[src/rtl/char_bigram_count_and_score_unit_assert.svh]
// assertion macros shared by the bigram unit modules
// expects clk and arst_n in the scope of use
`ifndef CHAR_BIGRAM_COUNT_AND_SCORE_UNIT_ASSERT_SVH
`define CHAR_BIGRAM_COUNT_AND_SCORE_UNIT_ASSERT_SVH

// same-cycle implication
`define CBS_ASSERT_IMPLIES(lbl, ante, cons, msg) \
lbl: assert property (@(posedge clk) disable iff (!arst_n) (ante) |-> (cons)) else $error(msg);

// next-cycle implication
`define CBS_ASSERT_NEXT(lbl, ante, cons, msg) \
lbl: assert property (@(posedge clk) disable iff (!arst_n) (ante) |=> (cons)) else $error(msg);

// condition that must never hold
`define CBS_ASSERT_NEVER(lbl, expr, msg) \
lbl: assert property (@(posedge clk) disable iff (!arst_n) !(expr)) else $error(msg);

`endif

[src/rtl/cbs_pkg.sv]
// shared constants, types and helpers of the bigram count and score unit
// no dependencies
`timescale 1ns / 1ps
`default_nettype none

package cbs_pkg;

	localparam int ALPHABET    = 95;
	localparam int COUNT_WIDTH = 16;
	localparam int TABLE_DEPTH = ALPHABET * ALPHABET;
	localparam int ADDR_W      = $clog2(TABLE_DEPTH);
	localparam int IDX_W       = 7;
	localparam int TALLY_W     = 16;
	localparam int TOTAL_W     = 32;
	localparam int MEAN_W      = 19;
	localparam int MEAN_MAX    = 262140;
	localparam int QUEUE_DEPTH = 4;
	localparam int QPTR_W      = $clog2(QUEUE_DEPTH);
	localparam int QCNT_W      = $clog2(QUEUE_DEPTH + 1);
	localparam int CFG_IDX_W   = 3;
	localparam int CFG_DATA_W  = 64;
	localparam int SET_LOW_W   = 64;
	localparam int SET_HIGH_W  = 31;
	localparam int MODE_W      = 6;

	localparam logic [COUNT_WIDTH-1:0] COUNT_MAX = {COUNT_WIDTH{1'b1}};
	localparam logic [TALLY_W-1:0]     TALLY_MAX = {TALLY_W{1'b1}};
	localparam logic [TOTAL_W-1:0]     TOTAL_MAX = {TOTAL_W{1'b1}};

	localparam logic [SET_LOW_W-1:0]  ALNUM_LOW_RST  = 64'd576460743780532224;
	localparam logic [SET_LOW_W-1:0]  ALPHA_LOW_RST  = 64'd576460743713488896;
	localparam logic [SET_HIGH_W-1:0] ALPHA_HIGH_RST = 31'd134217726;
	localparam logic [MODE_W-1:0]     MODE_RST       = 6'd7;

	localparam logic [7:0] CHAR_MIN  = 8'h20;
	localparam logic [7:0] CHAR_MAX  = 8'h7E;
	localparam logic [7:0] CHAR_HIGH = 8'h60;

	typedef enum logic [1:0] {
		ACT_ADD    = 2'd0,
		ACT_REMOVE = 2'd1,
		ACT_SCORE  = 2'd2
	} action_t;

	typedef enum logic [1:0] {
		KIND_NICK = 2'd0,
		KIND_USER = 2'd1,
		KIND_INFO = 2'd2
	} kind_t;

	typedef enum logic [CFG_IDX_W-1:0] {
		CFG_NICK_LOW  = 3'd0,
		CFG_NICK_HIGH = 3'd1,
		CFG_USER_LOW  = 3'd2,
		CFG_USER_HIGH = 3'd3,
		CFG_INFO_LOW  = 3'd4,
		CFG_INFO_HIGH = 3'd5,
		CFG_MODE      = 3'd6
	} cfg_idx_t;

	// one queued table operation
	typedef struct packed {
		logic               is_load;
		logic               is_add;
		logic               has_pair;
		logic               fold;
		logic               has_result;
		logic               clear_total;
		logic [IDX_W-1:0]   prev_idx;
		logic [IDX_W-1:0]   cur_idx;
		logic [TALLY_W-1:0] tally;
	} op_t;

	// letter index to upper-case index
	function automatic logic [IDX_W-1:0] up_idx(input logic [IDX_W-1:0] i);
		if (i >= 7'd65 && i <= 7'd90) begin
			return i - 7'd32;
		end
		return i;
	endfunction

	// letter index to lower-case index
	function automatic logic [IDX_W-1:0] lo_idx(input logic [IDX_W-1:0] i);
		if (i >= 7'd33 && i <= 7'd58) begin
			return i + 7'd32;
		end
		return i;
	endfunction

	function automatic logic [ADDR_W-1:0] pair_addr(input logic [IDX_W-1:0] a,
			input logic [IDX_W-1:0] b);
		return ADDR_W'(ADDR_W'(a) * ADDR_W'(ALPHABET)) + ADDR_W'(b);
	endfunction

endpackage

`default_nettype wire

[src/rtl/cbs_front.sv]
// front end: config registers, byte classification, pair tracking
// depends on cbs_pkg
`timescale 1ns / 1ps
`default_nettype none

module cbs_front import cbs_pkg::*; (
	input  wire logic                  clk,
	input  wire logic                  arst_n,
	input  wire logic                  accept,
	input  wire logic [1:0]            action,
	input  wire logic [1:0]            field_kind,
	input  wire logic [7:0]            char_code,
	input  wire logic                  last_char,
	input  wire logic                  cfg_we,
	input  wire logic [CFG_IDX_W-1:0]  cfg_index,
	input  wire logic [CFG_DATA_W-1:0] cfg_wdata,
	output logic                       push,
	output op_t                        push_op
);

	logic [SET_LOW_W-1:0]  nick_low_q, user_low_q, info_low_q;
	logic [SET_HIGH_W-1:0] nick_high_q, user_high_q, info_high_q;
	logic [MODE_W-1:0]     mode_q;
	logic [IDX_W-1:0]      prev_q;
	logic                  prev_valid_q;
	logic [TALLY_W-1:0]    tally_q;

	logic [SET_LOW_W-1:0]  set_low;
	logic [SET_HIGH_W:0]   set_high;
	logic                  fold, adjacent, printable, ins, pair;
	logic [7:0]            off_low, off_high;
	logic [IDX_W-1:0]      cur;
	logic [IDX_W-1:0]      prev_d;
	logic                  prev_valid_d;
	logic [TALLY_W-1:0]    tally_d;

	always_comb begin
		set_low  = '0;
		set_high = '0;
		fold     = 1'b0;
		adjacent = 1'b0;
		case (field_kind)
			KIND_NICK: begin
				set_low  = nick_low_q;
				set_high = {1'b0, nick_high_q};
				fold     = mode_q[0];
				adjacent = mode_q[3];
			end
			KIND_USER: begin
				set_low  = user_low_q;
				set_high = {1'b0, user_high_q};
				fold     = mode_q[1];
				adjacent = mode_q[4];
			end
			KIND_INFO: begin
				set_low  = info_low_q;
				set_high = {1'b0, info_high_q};
				fold     = mode_q[2];
				adjacent = mode_q[5];
			end
			default: ;
		endcase
	end

	assign printable = (char_code >= CHAR_MIN) && (char_code <= CHAR_MAX);
	assign off_low   = char_code - CHAR_MIN;
	assign off_high  = char_code - CHAR_HIGH;
	assign cur       = off_low[IDX_W-1:0];
	assign ins       = printable && ((char_code < CHAR_HIGH) ? set_low[off_low[5:0]]
		: set_high[off_high[4:0]]);

	always_comb begin
		pair         = 1'b0;
		prev_d       = prev_q;
		prev_valid_d = prev_valid_q;
		tally_d      = tally_q;
		case (action)
			ACT_ADD, ACT_REMOVE: begin
				if (printable) begin
					pair         = prev_valid_q;
					prev_d       = cur;
					prev_valid_d = 1'b1;
				end else if (char_code > CHAR_MAX) begin
					prev_valid_d = 1'b0;
				end
			end
			ACT_SCORE: begin
				if (ins) begin
					pair         = prev_valid_q && (tally_q != TALLY_MAX);
					prev_d       = cur;
					prev_valid_d = 1'b1;
					if (pair) begin
						tally_d = tally_q + 1'b1;
					end
				end else if (adjacent) begin
					prev_valid_d = 1'b0;
				end
			end
			default: ;
		endcase
	end

	always_comb begin
		push_op.is_load     = (action == ACT_ADD) || (action == ACT_REMOVE);
		push_op.is_add      = (action == ACT_ADD);
		push_op.has_pair    = pair;
		push_op.fold        = fold;
		push_op.has_result  = (action == ACT_SCORE) && last_char;
		push_op.clear_total = last_char;
		push_op.prev_idx    = prev_q;
		push_op.cur_idx     = cur;
		push_op.tally       = tally_d;
		push                = accept && (pair || last_char);
	end

	always_ff @(posedge clk or negedge arst_n) begin
		if (!arst_n) begin
			prev_q       <= '0;
			prev_valid_q <= 1'b0;
			tally_q      <= '0;
		end else if (accept) begin
			if (last_char) begin
				prev_q       <= '0;
				prev_valid_q <= 1'b0;
				tally_q      <= '0;
			end else begin
				prev_q       <= prev_d;
				prev_valid_q <= prev_valid_d;
				tally_q      <= tally_d;
			end
		end
	end

	always_ff @(posedge clk or negedge arst_n) begin
		if (!arst_n) begin
			nick_low_q  <= ALNUM_LOW_RST;
			user_low_q  <= ALNUM_LOW_RST;
			info_low_q  <= ALPHA_LOW_RST;
			nick_high_q <= ALPHA_HIGH_RST;
			user_high_q <= ALPHA_HIGH_RST;
			info_high_q <= ALPHA_HIGH_RST;
			mode_q      <= MODE_RST;
		end else if (cfg_we) begin
			unique case (cfg_index)
				CFG_NICK_LOW:  nick_low_q  <= cfg_wdata;
				CFG_NICK_HIGH: nick_high_q <= cfg_wdata[SET_HIGH_W-1:0];
				CFG_USER_LOW:  user_low_q  <= cfg_wdata;
				CFG_USER_HIGH: user_high_q <= cfg_wdata[SET_HIGH_W-1:0];
				CFG_INFO_LOW:  info_low_q  <= cfg_wdata;
				CFG_INFO_HIGH: info_high_q <= cfg_wdata[SET_HIGH_W-1:0];
				CFG_MODE:      mode_q      <= cfg_wdata[MODE_W-1:0];
				default: ;
			endcase
		end
	end

endmodule

`default_nettype wire

[config.mk]
export PLATFORM = sky130hd
export DESIGN_NAME = cbs_front
export DESIGN_NICKNAME = d
export VERILOG_FILES = /design/src/rtl/char_bigram_count_and_score_unit_assert.svh /design/src/rtl/cbs_pkg.sv /design/src/rtl/cbs_front.sv
export SDC_FILE = /design/constraint.sdc
export NUM_CORES = 1
export LEC_CHECK = 0
export BUFFER_PORTS_ARGS = -buffer_cell sky130_fd_sc_hd__buf_2
export CAP_MARGIN = 20
export CORE_MARGIN = 4
export CORE_UTILIZATION = 45
export CTS_CLUSTER_DIAMETER = 120
export CTS_CLUSTER_SIZE = 8
export DETAILED_ROUTE_END_ITERATION = 8
export SETUP_SLACK_MARGIN = 0.05
export SLEW_MARGIN = 40
export SYNTH_ARGS = -nofsm -noshare
export SYNTH_HDL_FRONTEND = slang
export SYNTH_SLANG_ARGS = --single-unit
[constraint.sdc]
create_clock -name clk -period 3.9 [get_ports clk]
set_input_delay 0.585 -clock clk [delete_from_list [all_inputs] [get_ports clk]]
set_output_delay 0.585 -clock clk [all_outputs]
set_load 0.1 [all_outputs]
==> summary.md <==
| Metric | Value |
|---|---|
| Status | finished with violations |
| Violations in the final reports | setup timing |
| Synth top cells by count | mux2_2 (326), dfstp_2 (179), dfrtp_1 (136) |
| Boundary Pins | about 120 |
| RSZ-0062 raised after global routing | yes |
| Cell internal pwr | between 0.007 and 0.008 W |
| Top cells by area, synth | dfstp_2 (30%), mux2_2 (23%), dfrtp_1 (22%), mux2i_1 (3.8%), mux4_2 (2.4%) |
| Cell area power density | between 500 and 600 mW/mm² |
| Routed len/inst | roughly 22 µm |
| Most common cell in the netlist | mux2_2 |
| CTS buffer count | 45 |
| Rel. slew slack | around 50% |
| Max Transition Viols Final | 0 |
| R2R Setup Slk | about 740 ps |
| Register area share after synthesis | between 50% and 60% |
| Post-route cell area | slightly below 0.02 mm² |
| Yosys top cell by area | dfstp_2 |
| TritonCTS clock tree | built |
| Ys flop type | dfstp_2 |
| Tot Pwr | 0.01019 W |
| Bufs and invs on worst path | 2 |
| Pre-CTS setup slack | -371.9 ps |
| EDFF count, synth | 0 |
| Number of cell rows | a little under 70 |
| Worst setup path class | reg -> out |
| Crit Path Max Fanout | 4 |
| Worst-skew pair later-pin latency | 540 ps |
| Chip height | just under 200 µm |
| Setup WS post-layout | -203.8 ps |
| Post-DRT Antenna Nets | 0 |
| CTS max path bufs | 3 |
| CP startpoint kind | flop |
| Count of final setup violators | 18 |
| CTS Sinks | roughly 320 |
| Final Wtd Congestion | ~0.80 |
| Vias in the first global route | roughly 11000 |
| Arr. time, crit path | approximately 3500 ps |
| Max VDD drop | about 290 µV |
| Nets | roughly 1400 |
| Gate Count Post-Synth | around 1200 |
| Global route total overflow | 0 |
| Starting density of the core | a little under half |
| DR DRC count | 0 |
| Family with the most delay on the worst path | compound AO/OA/AOI/OAI gates |
| Reg power frac | a little under half |
| Final HPWL DP | about 26 mm |
| Vias | around 10000 |
| Initial antenna violation count | 1 |
| Die width | 194.8 µm |
| CTS root buffer | clkbuf_16 |
| Clock Power Share | between 30% and 40% |
| CP Cell Sequence | nand2b_4 -> mux4_2 -> a221oi_4 -> o41ai_2 -> a41oi_2 -> a22o_4 -> o21ai_4 -> buf_4 -> or3_4 -> xnor2_4 -> buf_12 |
| Period minus WS final | just over 4000 ps |
| Worst R2R Path Depth | 13 |
| Synth warn | 0 |
| Core Footprint | 0.03446 mm² |
| Worst Path Required | between 3000 and 4000 ps |
| Worst flop-to-flop path startpoint | nick_low_q[36]$_DFFE_PN1P_ |
| Synth Register Bits | between 300 and 400 |
| Ys async rst share | between 90% and 100% |
| Placed Area | roughly 0.018 mm² |
| Post-Route WL | 40.83 mm |
| Final Hold Vio Count | 0 |
| Final worst-path cycle share | 105.2% |
| Switching share of power | a little over a quarter |
| Netlist cell types | 75 |
| Area grow syn2layout | 25.97% |
| Largest net degree at the start of global routing | between 90 and 100 |
| H-tree lvl count | 2 |
| Clk_skew | ~16 ps |
| HP Class | in -> async |
| Fillers | around 2900 |
| R2r endpoint | prev_q[3]$_DFFE_PN0P_ |
| Leak pwr | 8.079 nW |
| Overall global routing resource usage | between 20% and 30% |
| Synthesized area per cell | 13.48 µm² |
| Critical path's slowest cell | dfstp_2 |
| Top-area cell type share of the netlist area | roughly 30% |
| Die ar. | 0.03796 mm² |
| First-pass GRT wire length | around 65 mm |
| Drt first pass iters | 5 |
| Number of buffers added on ports | 120 |
| Mapped Area | 0.01571 mm² |
| Crit end category | primary output |
| Total of max-cap violations | 0 |
| Slew @ Worst Pin | around 770 ps |
| Vias per inst | roughly 5.7 |
| Achievable clock frequency | around 0.24 GHz |
| Power share of the combinational group | between 10% and 20% |
| Post-cts hold buffer count | 0 |
| First DRT Iteration DRCs | 453 |
| Layout cell share with drive strength beyond 1 | a little over three fifths |
| P_sw | roughly 0.0027 W |
| Crit-path max cell delay | about 560 ps |
| Worst hold slack | about 100 ps |
| Clock transition at path regs | around 50 ps |
| Post-Syn Nets | around 1300 |
registers in the layout, summed over array words and instances, names as in the netlist:
| signal | flops |
|---|---|
| tally_q | 16 |
| user_low_q | 64 |
| prev_q | 7 |
| nick_low_q | 64 |
| prev_valid_q | 1 |
| user_high_q | 31 |
| nick_high_q | 31 |
| info_low_q | 64 |
| info_high_q | 31 |
| mode_q | 6 |
repair_timing:
item	4_1_cts	5_1_grt
pin swaps	11	10
endpoints found under the hold margin	0	0
gates cloned	0	6
resized for setup	33	30
buffers inserted	4	7
setup endpoints to repair	18	18
worst reg2reg max path, delay by kind of cell, from the launching register on:
| family | cells | cell delay [ps] |
|---|---|---|
| AOI/OAI and AO/OA | 7 | 1730 |
| and+or+nand+nor | 1 | 50 |
| DFF | 1 | 360 |
| buffers and inverters | 4 | 610 |
| muxes | 1 | 270 |
per-stage QoR:
step | std cells | util, % | setup TNS [ps]
6_report | 1848 | 57.43 | -1588
5_1_grt | 1848 | 57.43 | -3547
4_1_cts | 1838 | 56.60 | -2862
3_5_place_dp | 1755 | 52.26 | -5100
3_3_place_gp | 1755 | 52.25 | -5503
2_1_floorplan | 1165 | - | -2108
cells by family (layout without fill, tap and decap cells):
group / Yosys count / after routing / synth area share [%]
XOR/XNOR: 15 / 15 / 0.8363
other: 0 / 1 / 0
AO/OA/AOI/OAI: 170 / 170 / 8.881
flip-flops: 315 / 315 / 51.60
buffers and inverters: 108 / 335 / 3.529
multiplexers: 407 / 407 / 29.95
AND/OR/NAND/NOR: 148 / 148 / 5.042
adder cells (fa/ha/maj): 2 / 2 / 0.1593
power by group through the flow:
stage	combinational [W]	sequential [W]	clock, W
final	0.00195	0.00461	0.00363
after global routing	0.00212	0.00470	0.00386
after floorplan	0.00131	0.00462	0
after detailed placement	0.00190	0.00465	0
after global placement	0.00186	0.00463	0
after CTS	0.00192	0.00460	0.00371
worst max-delay path by stage:
stage	start	to	slack, ps	cells past startpoint
after floorplan	field_kind[0]	push_op[8]	-230	13
after global placement	field_kind[0]	push_op[15]	-410	14
after detailed placement	field_kind[0]	push_op[14]	-370	14
after CTS	user_low_q[54]$_DFFE_PN1P_	push_op[14]	-290	11
after global routing	info_low_q[54]$_DFFE_PN1P_	push_op[14]	-310	11
final	info_low_q[54]$_DFFE_PN1P_	push_op[14]	-200	11
layout make-up:
cell class                 count  area [µm²]  share of cell area [%]
clock buffer                  77        1289                   6.512
inverter                      16       60.06                  0.3035
antenna                        1       2.502                 0.01265
multi-input combinational    742        7572                   38.26
sequential                   315        8110                   40.98
clock inverter                 2       16.27                 0.08220
timing repair buffer         240        2170                   10.96
tap                          455       569.3                   2.877
metal layers:
layer / track usage [%] / share of wire [%] / vias to the layer above
li1: - / - / 4782
met1: 30.85 / 47 / 5438
met2: 33.01 / 46 / 191
met3: 3.709 / 4.1 / 57
met4: 5.818 / 2.1 / 0
met5: 0 / 0 / -
cell usage in the layout, fill, tap and decap left out, types with 12 or more instances in the layout:
master / instances
nand2b_1: 15
clkbuf_1: 30
buf_4: 89
a21oi_1: 16
nor2b_1: 12
mux4_2: 17
buf_2: 98
dfrtp_1: 133
mux2_2: 325
mux2i_1: 58
dfstp_2: 179
nand2_1: 34
buf_12: 33
clkbuf_16: 52
nor2_1: 13
o2bb2ai_1: 31
inv_1: 13
a221o_1: 22
No activity file was read; power rests on OpenSTA's default activity.
