`config.mk`:
```
export PLATFORM = sky130hd
export DESIGN_NAME = cbs_queue
export DESIGN_NICKNAME = d
export VERILOG_FILES = /design/src/rtl/cbs_pkg.sv /design/src/rtl/cbs_queue.sv
export VERILOG_INCLUDE_DIRS = /design/src /design/src/rtl
export SDC_FILE = /design/constraint.sdc
export NUM_CORES = 1
export LEC_CHECK = 0
export BUFFER_PORTS_ARGS = -buffer_cell sky130_fd_sc_hd__buf_4
export CORE_ASPECT_RATIO = 0.75
export CORE_MARGIN = 1.5
export CORE_UTILIZATION = 30
export CTS_BUF_LIST = sky130_fd_sc_hd__clkbuf_4 sky130_fd_sc_hd__clkbuf_8 sky130_fd_sc_hd__clkbuf_16
export DETAILED_ROUTE_END_ITERATION = 12
export PLACE_DENSITY = 0.47
export SLEW_MARGIN = 30
export SYNTH_ARGS = -nofsm -noshare
export SYNTH_HDL_FRONTEND = slang
export SYNTH_SLANG_ARGS = --single-unit
```
`constraint.sdc`:
```
create_clock -name clk -period 2.4 [get_ports clk]
set_clock_uncertainty 0.2 [all_clocks]
set_input_delay 0.12 -clock clk [delete_from_list [all_inputs] [get_ports clk]]
set_output_delay 0.12 -clock clk [all_outputs]
set_load 0.03 [all_outputs]
```
`src/rtl/char_bigram_count_and_score_unit_assert.svh`:
```
// assertion macros shared by the bigram unit modules
// expects clk and arst_n in the scope of use
`ifndef CHAR_BIGRAM_COUNT_AND_SCORE_UNIT_ASSERT_SVH
`define CHAR_BIGRAM_COUNT_AND_SCORE_UNIT_ASSERT_SVH

// same-cycle implication
`define CBS_ASSERT_IMPLIES(lbl, ante, cons, msg) \
lbl: assert property (@(posedge clk) disable iff (!arst_n) (ante) |-> (cons)) else $error(msg);

// next-cycle implication
`define CBS_ASSERT_NEXT(lbl, ante, cons, msg) \
lbl: assert property (@(posedge clk) disable iff (!arst_n) (ante) |=> (cons)) else $error(msg);

// condition that must never hold
`define CBS_ASSERT_NEVER(lbl, expr, msg) \
lbl: assert property (@(posedge clk) disable iff (!arst_n) !(expr)) else $error(msg);

`endif

```
`src/rtl/cbs_pkg.sv`:
```
// shared constants, types and helpers of the bigram count and score unit
// no dependencies
`timescale 1ns / 1ps
`default_nettype none

package cbs_pkg;

	localparam int ALPHABET    = 95;
	localparam int COUNT_WIDTH = 16;
	localparam int TABLE_DEPTH = ALPHABET * ALPHABET;
	localparam int ADDR_W      = $clog2(TABLE_DEPTH);
	localparam int IDX_W       = 7;
	localparam int TALLY_W     = 16;
	localparam int TOTAL_W     = 32;
	localparam int MEAN_W      = 19;
	localparam int MEAN_MAX    = 262140;
	localparam int QUEUE_DEPTH = 4;
	localparam int QPTR_W      = $clog2(QUEUE_DEPTH);
	localparam int QCNT_W      = $clog2(QUEUE_DEPTH + 1);
	localparam int CFG_IDX_W   = 3;
	localparam int CFG_DATA_W  = 64;
	localparam int SET_LOW_W   = 64;
	localparam int SET_HIGH_W  = 31;
	localparam int MODE_W      = 6;

	localparam logic [COUNT_WIDTH-1:0] COUNT_MAX = {COUNT_WIDTH{1'b1}};
	localparam logic [TALLY_W-1:0]     TALLY_MAX = {TALLY_W{1'b1}};
	localparam logic [TOTAL_W-1:0]     TOTAL_MAX = {TOTAL_W{1'b1}};

	localparam logic [SET_LOW_W-1:0]  ALNUM_LOW_RST  = 64'd576460743780532224;
	localparam logic [SET_LOW_W-1:0]  ALPHA_LOW_RST  = 64'd576460743713488896;
	localparam logic [SET_HIGH_W-1:0] ALPHA_HIGH_RST = 31'd134217726;
	localparam logic [MODE_W-1:0]     MODE_RST       = 6'd7;

	localparam logic [7:0] CHAR_MIN  = 8'h20;
	localparam logic [7:0] CHAR_MAX  = 8'h7E;
	localparam logic [7:0] CHAR_HIGH = 8'h60;

	typedef enum logic [1:0] {
		ACT_ADD    = 2'd0,
		ACT_REMOVE = 2'd1,
		ACT_SCORE  = 2'd2
	} action_t;

	typedef enum logic [1:0] {
		KIND_NICK = 2'd0,
		KIND_USER = 2'd1,
		KIND_INFO = 2'd2
	} kind_t;

	typedef enum logic [CFG_IDX_W-1:0] {
		CFG_NICK_LOW  = 3'd0,
		CFG_NICK_HIGH = 3'd1,
		CFG_USER_LOW  = 3'd2,
		CFG_USER_HIGH = 3'd3,
		CFG_INFO_LOW  = 3'd4,
		CFG_INFO_HIGH = 3'd5,
		CFG_MODE      = 3'd6
	} cfg_idx_t;

	// one queued table operation
	typedef struct packed {
		logic               is_load;
		logic               is_add;
		logic               has_pair;
		logic               fold;
		logic               has_result;
		logic               clear_total;
		logic [IDX_W-1:0]   prev_idx;
		logic [IDX_W-1:0]   cur_idx;
		logic [TALLY_W-1:0] tally;
	} op_t;

	// letter index to upper-case index
	function automatic logic [IDX_W-1:0] up_idx(input logic [IDX_W-1:0] i);
		if (i >= 7'd65 && i <= 7'd90) begin
			return i - 7'd32;
		end
		return i;
	endfunction

	// letter index to lower-case index
	function automatic logic [IDX_W-1:0] lo_idx(input logic [IDX_W-1:0] i);
		if (i >= 7'd33 && i <= 7'd58) begin
			return i + 7'd32;
		end
		return i;
	endfunction

	function automatic logic [ADDR_W-1:0] pair_addr(input logic [IDX_W-1:0] a,
			input logic [IDX_W-1:0] b);
		return ADDR_W'(ADDR_W'(a) * ADDR_W'(ALPHABET)) + ADDR_W'(b);
	endfunction

endpackage

`default_nettype wire

```
`src/rtl/cbs_queue.sv`:
```
// short operation queue between front and back end
// depends on cbs_pkg and the assertion macro header
`timescale 1ns / 1ps
`default_nettype none

`include "char_bigram_count_and_score_unit_assert.svh"

module cbs_queue import cbs_pkg::*; (
	input  wire logic clk,
	input  wire logic arst_n,
	input  wire logic push,
	input  wire op_t  push_op,
	input  wire logic pop,
	output op_t       head,
	output logic      full,
	output logic      empty
);

	op_t               slots_q [QUEUE_DEPTH];
	logic [QPTR_W-1:0] wr_ptr_q, rd_ptr_q;
	logic [QCNT_W-1:0] count_q;

	assign full  = (count_q == QCNT_W'(QUEUE_DEPTH));
	assign empty = (count_q == '0);
	assign head  = slots_q[rd_ptr_q];

	always_ff @(posedge clk) begin
		if (push) begin
			slots_q[wr_ptr_q] <= push_op;
		end
	end

	always_ff @(posedge clk or negedge arst_n) begin
		if (!arst_n) begin
			wr_ptr_q <= '0;
			rd_ptr_q <= '0;
			count_q  <= '0;
		end else begin
			if (push) begin
				wr_ptr_q <= wr_ptr_q + 1'b1;
			end
			if (pop) begin
				rd_ptr_q <= rd_ptr_q + 1'b1;
			end
			if (push && !pop) begin
				count_q <= count_q + 1'b1;
			end else if (pop && !push) begin
				count_q <= count_q - 1'b1;
			end
		end
	end

	`CBS_ASSERT_NEVER(a_no_overflow, push && full && !pop, "queue overflow")
	`CBS_ASSERT_NEVER(a_no_underflow, pop && empty, "queue underflow")
	`CBS_ASSERT_NEVER(a_count_range, count_q > QCNT_W'(QUEUE_DEPTH), "queue count out of range")

endmodule

`default_nettype wire

```
==> qor.yml, run 1 <==
die:
  core.rowCount: 43
  initial_core_util: 0.3046
  die_w_um: 160.8
  die_y_um: 121.4
  io_pins: 78
  dieArea_um2: 19520
  core-area_um2: 18400
global_routing:
  grt_pass1_vias: 2987
  antenna_found_initial: 0
  overflow: 0
  grt_pass1_wl_um: 16940
  grt_max_degree: 33
  grt_usage: 0.1230
routing:
  wl_um: 11030
  drc: 0
  vias: 2676
  via_per_inst: 4.316
  post_drt_wl_per_cell_um: 17.78
  drtPass1Iterations: 4
  postRouteAntennaNets: 0
  drt_iter0_drc: 159
timing:
  setup_tns_ns: 0
  report.final.slew_viol_count: 0
  hold_viol_final: 0
  period_minus_slack_ns: 2.156
  period_share: 0.8985
  max-slew-margin-rel: 0.7235
  setup_viol: 0
  fmax_mhz: 463.7
  max_slew.worst_pin.slew_ns: 0.4148
  rsz0062_at_grt: "false"
power:
  pwr_density_cell_nw_per_um2: 1272
  p_leak_uw: 0.002631
  total_power_uw: 9555
  max-vdd-ir-drop_mv: 0.6100
layout:
  seq_area_um2: 4502
  stdcell_area_um2: 7513
  num_antenna_cells: 0
  multi_input_area_um2: 1016
  n_fill_cell: 1677
  fin_util: 0.4083
  area_delta_synth_final_pct: 34.07
  fin_nets: 406
  drive_above_1_share: 0.4343
clock_network:
  clk_latency_ns: 0.41
  numCtsBuffers: 17
  cts_setup_buffers: 0
  htree_levels: 4
  cts_root_buf: "clkbuf_16"
  cts_buffer_depth: 2
  cts_sinks: 151
  cts.clk_slew.worst_paths_ns: 0.06
  cts_tree: "built"
synthesis:
  ys_seq_elements: 151
  syn_nets: 268
  syn_inst: 222
  yosys_warnings: 0
  avgSynthCellArea_um2: 25.24
  synth_top_area_cell: "edfxtp_1"
  synth_cell_types: 19
  synth_top_area_share: 0.7716
  synth-seq-area-share: 0.8029
  ys_top_cells_by_area: "edfxtp_1 77%, mux4_2 14%, dfrtp_1 3.1%"
  synth_area_um2: 5604
setup_path:
  crit_type: "flop to primary output"
  startpoint_type: "flop"
  end_kind: "primary output"
  required_ns: 2.08
  critPathMaxFanout: 13
  cp.arrival_ns: 1.84
min_path:
  hold_class: "input pin to flop"
job:
  max_cap_viol_count: 0
placement:
  hpwl_um: 6404
  place_area_um2: 6533
  gp_congestion: 0.6533
  numPortBuffers: 77
outcome:
  status: "completed"
-- flip-flops by register name (all words and copies together) (netlist names) --
register / cells
wr_ptr_q: 2
count_q: 3
slots_q: 144
rd_ptr_q: 2
-- cell usage in the layout (no fill, tap or decap) --
| master | instances |
|---|---|
| xnor2_1 | 2 |
| dfrtp_1 | 5 |
| clkinvlp_4 | 2 |
| and2_2 | 4 |
| fa_1 | 1 |
| inv_1 | 4 |
| mux4_2 | 36 |
| dfrtp_2 | 2 |
| edfxtp_1 | 144 |
| inv_6 | 1 |
| nor3b_1 | 1 |
| nand2_1 | 2 |
| mux2_2 | 1 |
| nor2_1 | 1 |
| o21ai_0 | 1 |
| dlygate4sd3_1 | 40 |
| ha_1 | 5 |
| xor2_1 | 4 |
| bufinv_16 | 2 |
| clkbuf_4 | 4 |
| clkinv_4 | 3 |
| buf_4 | 84 |
| clkbuf_16 | 17 |
| clkinv_2 | 3 |
| nor3_1 | 1 |
| buf_12 | 3 |
-- power breakdown --
group / leakage, uW / switching (uW) / internal [uW]
registers: 0.00140 / 148 / 3460
clock network: 0.000285 / 1000 / 1580
logic: 0.000943 / 1950 / 1420
total: 0.00263 / 3100 / 6450
-- timing repair --
action                                 CTS  global route
hold buffers                            40             0
gates resized for setup                  0             0
endpoints found under the hold margin  156             0
-- routing by layer --
metal / track usage / part of all wire
met5: 0 / 0
met4: 0.03993 / 0.0071
met3: 0.05468 / 0.068
met2: 0.1970 / 0.47
met1: 0.1491 / 0.45
-- synth_stat cells --
library cell  number
fa_1               1
inv_1              4
buf_4              1
nor3_1             1
and2_1             4
nor3b_1            1
ha_1               5
buf_12             2
mux4_2            36
o21ai_0            1
xor2_1             4
edfxtp_1         144
nor2_1             1
mux2_2             1
dfrtp_1            7
nand2_1            2
buf_2              4
buf_6              1
xnor2_1            2
-- worst max-delay path: stages, from the launching register on --
cell and delay (ns):
dfrtp_2 0.38, buf_4 0.29, mux4_2 0.56, buf_4 0.19
-- cell families after synthesis --
family,share of synthesized area
buffers and inverters,0.01674
and+or+nand+nor,0.008706
DFF,0.8029
xor gates and xnor gates,0.009377
adders and majority gates,0.01474
AOI/OAI and AO/OA,0.0008922
muxes,0.1467
-- per-stage QoR --
| stage | hold slack, ns | instances | setup WS [ns] |
|---|---|---|---|
| final | 0.2476 | 620 | 0.2436 |
| after global routing | 0.2281 | 620 | 0.1430 |
| after CTS | 0.2244 | 620 | 0.1984 |
| after detailed placement | -0.2545 | 548 | 0.6599 |
| after global placement | -0.2551 | 548 | 0.6572 |
| after floorplan | -0.3756 | 222 | 0.3093 |
-- worst paths after layout --
kind                             startpoint             end  slack, ns  cells after the start
worst max register to register  wr_ptr_q[0]   slots_q[2][1]       0.66                      4
worst min-delay path            push_op[18]  slots_q[0][18]       0.25                      2
min in group asynchronous            arst_n      count_q[1]       0.49                      3
max in group asynchronous            arst_n     rd_ptr_q[0]       1.23                      3
worst max-delay path            rd_ptr_q[0]        head[16]       0.24                      3
worst min register to register   count_q[2]      count_q[2]       0.30                      1
-- final cells by class --
type | count | area share
tap | 247 | 0.04113
multi-input combinational | 59 | 0.1352
sequential | 151 | 0.5992
clock buffer | 21 | 0.06062
inverter | 4 | 0.001998
timing repair buffer | 127 | 0.1452
clock inverter | 11 | 0.01665
Note: power is estimated with default switching activity, not from simulation.
==> run 2: changes to the inputs <==
Settings changed: BUFFER_PORTS_ARGS -buffer_cell sky130_fd_sc_hd__buf_4 to -buffer_cell sky130_fd_sc_hd__buf_2.
==> run 2 against run 1 <==
Net effect: power decreased by 2.1%; utilization decreased by 0.80 points; final area fell by 1.9%; highest routed layer unchanged.
==> qor.yml, run 2 (synthesis results as in run 1) <==
routing:
  drc: 0
  via_per_inst: 4.344
  drtPass1Iterations: 4
  post_drt_wl_per_cell_um: 17.38
  wl_um: 10810
  vias: 2702
  drt_iter0_drc: 226
  postRouteAntennaNets: 0
global_routing:
  grt_usage: 0.1200
  grt_max_degree: 26
  grt_pass1_wl_um: 16660
  grt_pass1_vias: 2913
  antenna_found_initial: 0
  overflow: 0
layout:
  fin_cells: 622
  fin_nets: 408
  n_fill_cell: 1689
  final_cell_mix: "144 x edfxtp_1, 77 x buf_2, 40 x dlygate4sd3_1"
  multi_input_area_um2: 1016
  drive_above_1_share: 0.4373
  largest_reg_flops: 144
  top_register: "slots_q"
  top_regs: "slots_q (144), count_q (3)"
  num_antenna_cells: 0
  area_delta_synth_final_pct: 31.46
  final_common_cell: "edfxtp_1"
  seq_area_um2: 4502
power:
  total_power_uw: 9350
  pwr_density_cell_nw_per_um2: 1269
  combPwrFrac: 0.335
  power.switching_uw: 3093
  intPower_uw: 6257
  seq_power_share: 0.385
  p_leak_uw: 0.002574
  max-vdd-ir-drop_mv: 0.6056
  swShare: 0.3308
  clock_power_share: 0.279
placement:
  dp_cells: 550
  numPortBuffers: 77
  hpwl_um: 6543
  gp_congestion: 0.6728
  dp_slack_ns: 0.6150
timing:
  max_slew.worst_pin.slew_ns: 0.4332
  finalHoldWorstSlack_ns: 0.2546
  hold_viol_final: 0
  period_minus_slack_ns: 2.153
  report.final.slew_viol_count: 0
  fin_ws_ns: 0.2474
  setup_tns_ns: 0
  setup_viol: 0
  fmax_mhz: 464.6
  max-slew-margin-rel: 0.7112
  rsz0062_at_grt: "false"
  period_share: 0.8969
clock_network:
  cts_setup_buffers: 0
  cts_root_buf: "clkbuf_16"
  clk_latency_ns: 0.41
  cts_tree: "built"
  htree_levels: 4
  numCtsBuffers: 17
  cts_sinks: 151
  cts.clk_slew.worst_paths_ns: 0.06
  cts_buffer_depth: 2
setup_path:
  crit_type: "flop to primary output"
  cp_num_buf_inv: 2
  startpoint_type: "flop"
  end_kind: "primary output"
  required_ns: 2.08
  crit_family: "multiplexers"
  max_stage_delay_ns: 0.56
  crit_chain: "buf_4 -> mux4_2 -> buf_2"
  slowest_stage: "mux4_2"
  cp.arrival_ns: 1.83
  critPathMaxFanout: 13
die:
  core.rowCount: 43
  initial_core_util: 0.3046
  dieArea_um2: 19520
  die_w_um: 160.8
  die_y_um: 121.4
  io_pins: 78
  core-area_um2: 18400
job:
  max_cap_viol_count: 0
outcome:
  status: "completed"
min_path:
  hold_class: "input pin to flop"
## run 2: per-layer routing
metal | wire length, um | share of wire | GRT usage | vias up
met1 | 5012 | 0.46 | 0.1521 | 1413
met5 | 0 | 0 | 0 | -
met3 | 629 | 0.058 | 0.04238 | 12
met2 | 5044 | 0.47 | 0.1886 | 67
li1 | - | - | - | 1210
met4 | 124 | 0.011 | 0.04919 | 0
## run 2: worst reg2reg max path: cells and delay by family, from the launching register on
family,cells,cell delay [ns]
buffers and inverters,2,0.31
AND/OR/NAND/NOR,1,0.41
flip-flops,1,0.40
adder cells (fa/ha/maj),1,0.14
## run 2: layout make-up
cell class / instances / share of cell area
clock buffers: 20 / 0.06250
clock inverters: 12 / 0.01715
inverters: 4 / 0.002038
multi-input cells: 59 / 0.1379
flip-flops and latches: 151 / 0.6111
well taps: 247 / 0.04195
repair buffers: 129 / 0.1274
## run 2: through the flow
step                area (um2)    util
finish                    7367  0.4004
global route              7367  0.4004
CTS                       7367  0.4004
detailed placement        6380  0.3467
global placement          6380  0.3467
floorplan                 5604       -
## run 2: path summary, 6_finish.rpt
kind / startpoint / to / slack, ns / cells past startpoint
worst max-delay path: rd_ptr_q[0] / head[14] / 0.25 / 3
worst min-delay path: push_op[18] / slots_q[3][18] / 0.25 / 2
worst max register to register: wr_ptr_q[1] / slots_q[1][25] / 0.64 / 4
worst min register to register: count_q[2] / count_q[2] / 0.29 / 1
max in group asynchronous: arst_n / rd_ptr_q[0] / 1.25 / 3
min in group asynchronous: arst_n / wr_ptr_q[1] / 0.47 / 3
## run 2: power by group through the flow
stage	logic [uW]	clock network (uW)	registers, uW
after floorplan	2270	0	3620
final	3130	2610	3600
after detailed placement	3150	0	3660
after global placement	3130	0	3650
after global routing	3370	2780	3650
after CTS	3220	2680	3610
## run 2: what timing repair did
action / CTS / global route
endpoints found under the hold margin: 156 / 0
hold buffers: 40 / 0
resized for setup: 0 / 0
